### src/sv/axis_rotation_displacement_core_defines.svh
`ifndef AXIS_ROTATION_DISPLACEMENT_CORE_DEFINES_SVH
`define AXIS_ROTATION_DISPLACEMENT_CORE_DEFINES_SVH

// Assertion helpers. Both expect i_clk and i_rst_n in the scope where they are used.

// Same-cycle implication, disabled while reset is asserted.
`define ARD_ASSERT_IMP(label, ante, cons) \
    label: assert property (@(posedge i_clk) disable iff (!i_rst_n) (ante) |-> (cons)) \
        else $error("axis rotation displacement check failed");

// Next-cycle implication, disabled while reset is asserted.
`define ARD_ASSERT_NXT(label, ante, cons) \
    label: assert property (@(posedge i_clk) disable iff (!i_rst_n) (ante) |=> (cons)) \
        else $error("axis rotation displacement check failed");

`endif

### src/sv/ard_pkg.sv
package ard_pkg;

    // Unit values (axis, cosine, sine) always carry this many fraction bits.
    localparam int UNIT_FRAC  = 16;
    localparam int RND_HALF   = 1 << (UNIT_FRAC - 1);

    localparam int COORD_W    = 32;
    localparam int UNIT_W     = 18;
    localparam int WEIGHT_W   = 18;
    localparam int ID_W       = 32;

    localparam int CFG_IDX_W  = 3;
    localparam int CFG_DATA_W = 32;

    // Stream payload widths; the input data width is rounded up to whole bytes.
    localparam int IN_FIELDS_W  = ID_W + 3 * COORD_W + WEIGHT_W;
    localparam int IN_TDATA_W   = ((IN_FIELDS_W + 7) / 8) * 8;
    localparam int OUT_TDATA_W  = ID_W + 3 * COORD_W;
    localparam int OUT_TUSER_W  = 1;

    // Cosine reset value: 1.0 in Q1.16.
    localparam logic [UNIT_W-1:0] COS_RESET = UNIT_W'(1 << UNIT_FRAC);

    typedef enum logic [CFG_IDX_W-1:0] {
        REG_ORIGIN_X = 3'd0,
        REG_ORIGIN_Y = 3'd1,
        REG_ORIGIN_Z = 3'd2,
        REG_AXIS_X   = 3'd3,
        REG_AXIS_Y   = 3'd4,
        REG_AXIS_Z   = 3'd5,
        REG_COS      = 3'd6,
        REG_SIN      = 3'd7
    } t_cfg_idx;

    typedef struct packed {
        logic [2:0][COORD_W-1:0] origin;
        logic [2:0][UNIT_W-1:0]  axis;
        logic [UNIT_W-1:0]       cos_a;
        logic [UNIT_W-1:0]       sin_a;
    } t_cfg;

endpackage

### src/sv/ard_cfg_regs.sv
module ard_cfg_regs (
    input  logic                           i_clk,
    input  logic                           i_rst_n,
    input  logic                           i_cfg_valid,
    output logic                           o_cfg_ready,
    input  logic [ard_pkg::CFG_IDX_W-1:0]  i_cfg_index,
    input  logic [ard_pkg::CFG_DATA_W-1:0] i_cfg_data,
    output ard_pkg::t_cfg                  o_cfg
);
    import ard_pkg::*;

    t_cfg r_cfg;

    // Every write is taken as it arrives, so the port never pushes back.
    assign o_cfg_ready = 1'b1;
    assign o_cfg       = r_cfg;

    always_ff @(posedge i_clk) begin
        if (!i_rst_n) begin
            r_cfg.origin <= '0;
            r_cfg.axis   <= '0;
            r_cfg.cos_a  <= COS_RESET;
            r_cfg.sin_a  <= '0;
        end else if (i_cfg_valid) begin
            unique case (t_cfg_idx'(i_cfg_index))
                REG_ORIGIN_X: r_cfg.origin[0] <= i_cfg_data[COORD_W-1:0];
                REG_ORIGIN_Y: r_cfg.origin[1] <= i_cfg_data[COORD_W-1:0];
                REG_ORIGIN_Z: r_cfg.origin[2] <= i_cfg_data[COORD_W-1:0];
                REG_AXIS_X:   r_cfg.axis[0]   <= i_cfg_data[UNIT_W-1:0];
                REG_AXIS_Y:   r_cfg.axis[1]   <= i_cfg_data[UNIT_W-1:0];
                REG_AXIS_Z:   r_cfg.axis[2]   <= i_cfg_data[UNIT_W-1:0];
                REG_COS:      r_cfg.cos_a     <= i_cfg_data[UNIT_W-1:0];
                REG_SIN:      r_cfg.sin_a     <= i_cfg_data[UNIT_W-1:0];
            endcase
        end
    end

endmodule

### config.mk
export PLATFORM = sky130hd
export DESIGN_NAME = ard_cfg_regs
export DESIGN_NICKNAME = d
export VERILOG_FILES = /design/src/sv/axis_rotation_displacement_core_defines.svh /design/src/sv/ard_pkg.sv /design/src/sv/ard_cfg_regs.sv
export SDC_FILE = /design/constraint.sdc
export NUM_CORES = 1
export LEC_CHECK = 0
export BUFFER_PORTS_ARGS = -buffer_cell sky130_fd_sc_hd__buf_2
export CORE_ASPECT_RATIO = 0.6
export CORE_MARGIN = 4
export CORE_UTILIZATION = 50
export CTS_CLUSTER_SIZE = 28
export DETAILED_ROUTE_END_ITERATION = 8
export GPL_TIMING_DRIVEN = 1
export PLACE_DENSITY = 0.79
export SLEW_MARGIN = 0
export SYNTH_ARGS = -nofsm -noshare
export SYNTH_HDL_FRONTEND = slang
export SYNTH_SLANG_ARGS = --single-unit
### constraint.sdc
create_clock -name i_clk -period 1.3 [get_ports i_clk]
set_input_delay 0.325 -clock i_clk [delete_from_list [all_inputs] [get_ports i_clk]]
set_output_delay 0.325 -clock i_clk [all_outputs]
set_load 0.01 [all_outputs]
==> results of run 1 <==
-- metal layers --
layer	vias to the layer above	global-route usage, %
met3	14	7.79
met4	0	5.05
met5	-	0
met1	2573	31.1
met2	169	37.1
li1	2588	-
-- synth_stat cells (all sizes together) --
| library cell | count | area (sq um) |
|---|---|---|
| mux2i | 186 | 1860 |
| nand4bb | 2 | 22.5 |
| buf | 28 | 238 |
| conb | 1 | 3.75 |
| clkbuf | 18 | 67.6 |
| nand4b | 3 | 26.3 |
| nor4b | 1 | 23.8 |
| nor2b | 2 | 12.5 |
| nand2 | 217 | 815 |
| nor4bb | 1 | 10.0 |
| nand4 | 1 | 6.26 |
| dfxtp | 186 | 3720 |
-- cell families (layout without fill, tap and decap cells) --
kind of cell | count (synthesis) | after routing | share of synthesized area, %
buffers and inverters | 46 | 287 | 4.48
DFF | 186 | 186 | 54.7
muxes | 186 | 186 | 27.3
other | 1 | 1 | 0.0551
and+or+nand+nor | 227 | 227 | 13.4
-- final timing paths --
check | endpoint | startpoint
hold / removal | o_cfg[34] | i_cfg_data[16]
hold reg to reg | o_cfg[49] | o_cfg[49]
setup / recovery | o_cfg[140] | o_cfg[140]
setup reg to reg | o_cfg[38] | o_cfg[38]
-- cell type report --
class	instances	area [sq um]
fill	1058	4210
sequential	186	3720
multi-input combinational	414	2820
timing repair buffer	255	1510
clock buffer	20	457
tap	170	213
clock inverter	12	160
-- placed cells by master, fill, tap and decap left out --
cell        instances
conb_1              1
nand4_1             1
nand2_1           217
nor4bb_4            1
clkinv_2            2
nor2b_1             2
buf_12             12
nand4b_1            3
inv_8               1
clkbuf_8            2
dfxtp_2             1
nand4bb_2           1
bufinv_16           3
buf_6               1
buf_2             222
dfxtp_1           185
clkinvlp_4          3
buf_4              20
clkbuf_1            1
nor4b_4             1
nand4bb_4           1
mux2i_1           186
clkbuf_16          17
inv_6               3
-- what timing repair did --
item	CTS	global route
gates resized for setup	0	1
setup endpoints to repair	0	1
hold buffers	0	0
-- power by group --
part / total (mW) / internal (mW) / switching [mW]
Clock: 5.39 / 3.16 / 2.23
Sequential: 5.89 / 5.82 / 0.0683
Combinational: 0.848 / 0.350 / 0.498
-- through the flow --
stage	worst slack (ns)	setup TNS, ns
2_1_floorplan	0.0859	0
3_3_place_gp	-0.122	-9.22
3_5_place_dp	-0.175	-11.98
4_1_cts	0.0143	0
5_1_grt	0.00170	0
6_report	0.0336	0
==> flow_summary_export.csv, run 1 <==
group,metric,value,unit
power,p_per_area,1370,nW/um^2
global_route,track_usage,23.3,%
clocking,cts_made_buffers,17,
global_route,grt_first_pass_wirelength,28700,um
clocking,clk_latency,0.41,ns
clocking,ctsRootBufferMaster,"clkbuf_16",
global_route,grt_pass1_vias,5343,
worst_setup_path,critPathCaptureType,"output port",
sta,fmax,0.790,GHz
worst_setup_path,crit_type,"reg2out",
worst_hold_path,hold_depth,3,
worst_setup_path,crit_buf_inv,1,
placed_design,dp_cells,1025,
power,vdd_drop_max,0.985,mV
routing,via_per_inst,5.06,
routing,drt-total-wl,18300,um
sta,finalCritPeriodShare,97.4,%
clocking,htree_levels,4,
worst_setup_path,reg2reg_depth,2,
worst_setup_path,crit_chain,"buf_2",
routing,maxUsedRoutingLayer,"met4",
routing,drtAntennaViolNets,0,
worst_setup_path,worstPathRequired,0.98,ns
floorplan,die_area,15600,sq um
routing,initialDrtViolationCount,250,
final_layout,nNetsFinal,912,
final_layout,utilization,67.9,%
worst_setup_path,slowest_delay,0.38,ns
placed_design,dp_hpwl,12900,um
sta,hold_slack,0.195,ns
floorplan,die_w,159,um
yosys,yosysSeqAreaShare,54.7,%
clocking,cts_setup_buffers,0,
routing,met2_length,8240,um
yosys,ys_warn_count,0,
clocking,clock_sinks,186,
worst_setup_path,critPathTopFamily,"flip-flops",
worst_setup_path,critPathLaunchType,"register",
worst_setup_path,ff2ff_setup_slack,0.61,ns
status,run_status,"complete, no violations",
placed_design,io_buffers,223,
worst_setup_path,path_depth,1,
final_layout,fin_area,8880,sq um
final_layout,final_cells,1057,
routing,met1_length,8490,um
placed_design,finalWeightedCongestion,0.802,
final_layout,syn2layout_area_growth,30.5,%
sta,slew_violations,0,
yosys,syn-cell-area,6810,sq um
sta,finClkSkew,0,ns
global_route,grt_max_degree,33,
worst_hold_path,hp-class,"in2reg",
sta,setup_violations,0,
placed_design,dpl_cell_area,8270,sq um
routing,firstDrtPassIters,4,
clocking,cts_tree,"yes",
worst_setup_path,crit_slowest_cell,"dfxtp_1",
yosys,postSynthAreaPerCell,10.5,sq um
yosys,synth_cells,646,
global_route,antenna_found_initial,0,
final_layout,antenna_cells,0,
yosys,ys_ff_latch,186,
clocking,cts_buffer_depth,2,
sta,finalCriticalPeriod,1.27,ns
global_route,grt-ovfl-total,0,
worst_setup_path,cp_max_fo,2,
power,p_leak,4.74,nW
routing,wl_per_cell,17.3,um
final_layout,layout-drive-gt1-share,32.8,%
floorplan,rows,32,
flow_run,cap_violations,0,
yosys,ys_types,16,
clocking,clkTransAtPathRegs,0.07,ns
floorplan,start_util,52.0,%
sta,rsz0062_at_grt,"no",
final_layout,largest_register_ffs,186,
floorplan,die-height,98.4,um
floorplan,core-area,13100,sq um
routing,drcViolationCount,0,
power,power,12.1,mW
routing,vias,5344,
worst_setup_path,critical_path_arrival,0.94,ns
floorplan,io_pins,225,
sta,finalHoldViolCount,0,
routing,wl_met3,1440,um
yosys,syn-num-nets,684,
(Power assumes the default switching activity.)
==> run 2, diff against run 1 <==
Settings changed: CORE_UTILIZATION 50 to 45, PLACE_DENSITY 0.79 to 0.75.
Clock period 1.3 ns to 1 ns, I/O delays scaled along.
==> flow_summary_export.csv, run 2 (same netlist as run 1, synthesis figures left out) <==
group,metric,value,unit
status,run_status,"complete, but fails checks",
status,violations,"negative setup slack",
clocking,clock_sinks,186,
final_layout,largest_register_ffs,186,
global_route,track_usage,23.8,%
sta,setup_violations,186,
clocking,htree_levels,4,
placed_design,io_buffers,223,
routing,drcViolationCount,0,
worst_setup_path,crit_buf_inv,1,
global_route,grt_pass1_vias,5955,
sta,finalCriticalPeriod,1.14,ns
worst_hold_path,hp-class,"in2reg",
routing,drt-total-wl,21100,um
sta,slew_violations,0,
placed_design,finalWeightedCongestion,0.781,
clocking,cts_made_buffers,17,
routing,wl_per_cell,18.1,um
clocking,cts_buffer_depth,2,
sta,finalHoldViolCount,0,
worst_setup_path,ff2ff_setup_slack,0.17,ns
routing,firstDrtPassIters,4,
sta,finClkSkew,0,ns
final_layout,layout_commonest_cell,"nand2_1",
floorplan,die_area,17200,sq um
sta,rsz0062_at_grt,"yes",
final_layout,nNetsFinal,987,
floorplan,die-height,103,um
power,p_leak,5.33,nW
worst_setup_path,crit_slowest_cell,"dfxtp_2",
final_layout,layout-drive-gt1-share,57.4,%
final_layout,syn2layout_area_growth,59.3,%
floorplan,die_w,167,um
power,p_per_area,1440,nW/um^2
floorplan,core-area,14600,sq um
routing,vias,5772,
worst_setup_path,slowest_delay,0.36,ns
worst_setup_path,cp_max_fo,2,
power,vdd_drop_max,1.07,mV
worst_setup_path,crit_type,"reg2out",
sta,final.setup.tns,-20.40,ns
placed_design,dp_hpwl,13500,um
final_layout,utilization,74.1,%
routing,via_per_inst,4.98,
floorplan,io_pins,225,
sta,finalCritPeriodShare,114,%
sta,fmax,0.874,GHz
worst_setup_path,critPathCaptureType,"output port",
worst_setup_path,r2r_end,"o_cfg[69]",
routing,drtAntennaViolNets,0,
worst_setup_path,critPathTopFamily,"flip-flops",
worst_setup_path,critPathLaunchType,"register",
worst_setup_path,reg2reg_depth,4,
clocking,clk_latency,0.41,ns
worst_setup_path,r2r_start,"o_cfg[69]",
global_route,grt_first_pass_wirelength,32400,um
worst_setup_path,critical_path_arrival,0.89,ns
floorplan,rows,34,
global_route,antenna_found_initial,0,
worst_setup_path,worstPathRequired,0.75,ns
global_route,grt-ovfl-total,0,
global_route,grt_max_degree,33,
clocking,cts_hold_buffers,0,
floorplan,start_util,46.5,%
worst_setup_path,crit_chain,"buf_6",
sta,setup_ws,-0.145,ns
final_layout,antenna_cells,0,
worst_setup_path,cp-startpoint,"o_cfg[130]",
clocking,ctsRootBufferMaster,"clkbuf_16",
routing,initialDrtViolationCount,267,
final_layout,final_cell_mix,"217 x nand2_1, 187 x buf_6, 186 x mux2i_1",
worst_setup_path,endpoint,"o_cfg[130]",
worst_setup_path,path_depth,1,
flow_run,cap_violations,0,
clocking,cts_tree,"yes",
clocking,clkTransAtPathRegs,0.08,ns
-- run 2: cell count changes in the layout (fill, tap and decap cells not counted), sizes merged --
| cell | delta |
|---|---|
| clkinv | +6 |
| bufinv | -3 |
| clkinvlp | -2 |
| inv | +1 |
| buf | +75 |
| clkbuf | -2 |
-- run 2: timing repair --
| item | CTS | global route |
|---|---|---|
| setup buffers | 27 | 30 |
| setup endpoints to repair | 186 | 186 |
| resized for setup | 375 | 1 |
-- run 2: worst min-delay path: cells and delay by family --
kind,cells,cell delay [ns]
buf+inv,1,0.09
simple gates,1,0.04
mux,1,0.10
-- run 2: stage by stage --
stage | area, sq um | cells | power (mW) | setup slack (ns) | hold slack (ns)
floorplan | 6830 | 646 | 8.42 | -0.139 | 0.410
global placement | 8450 | 1071 | 8.97 | -0.326 | 0.439
detailed placement | 8450 | 1071 | 8.99 | -0.392 | 0.447
CTS | 10600 | 1130 | 15.6 | -0.145 | 0.0959
global route | 10800 | 1160 | 16.2 | -0.177 | 0.112
finish | 10800 | 1160 | 15.7 | -0.145 | 0.110
-- run 2: area by class of cell --
class / count / area [sq um]
sequential: 186 / 3960
fill: 963 / 3780
timing repair buffer: 330 / 3250
clock inverter: 14 / 134
multi-input combinational: 414 / 2820
clock buffer: 18 / 439
tap: 198 / 248
-- run 2: metal layers --
metal,track usage [%],up-vias,share of wire (%)
li1,-,2751,-
met1,28.7,2809,43
met2,42.0,194,49
met3,7.98,18,7.3
met4,6.10,0,1.1
met5,0,-,0
-- run 2: worst min-delay path by stage --
stage | start | end | slack [ns] | depth (start not counted)
final | i_cfg_data[16] | o_cfg[34] | 0.11 | 3
after global routing | i_cfg_data[16] | o_cfg[34] | 0.11 | 3
after CTS | i_cfg_data[16] | o_cfg[34] | 0.1 | 3
after detailed placement | o_cfg[128] | o_cfg[128] | 0.45 | 2
after global placement | o_cfg[98] | o_cfg[98] | 0.44 | 2
after floorplan | i_cfg_data[16] | o_cfg[34] | 0.41 | 2
-- run 2: where the power goes --
part	switching (mW)	internal, mW
sequential	0.131	7.59
clock	3.15	3.36
combinational	0.694	0.736
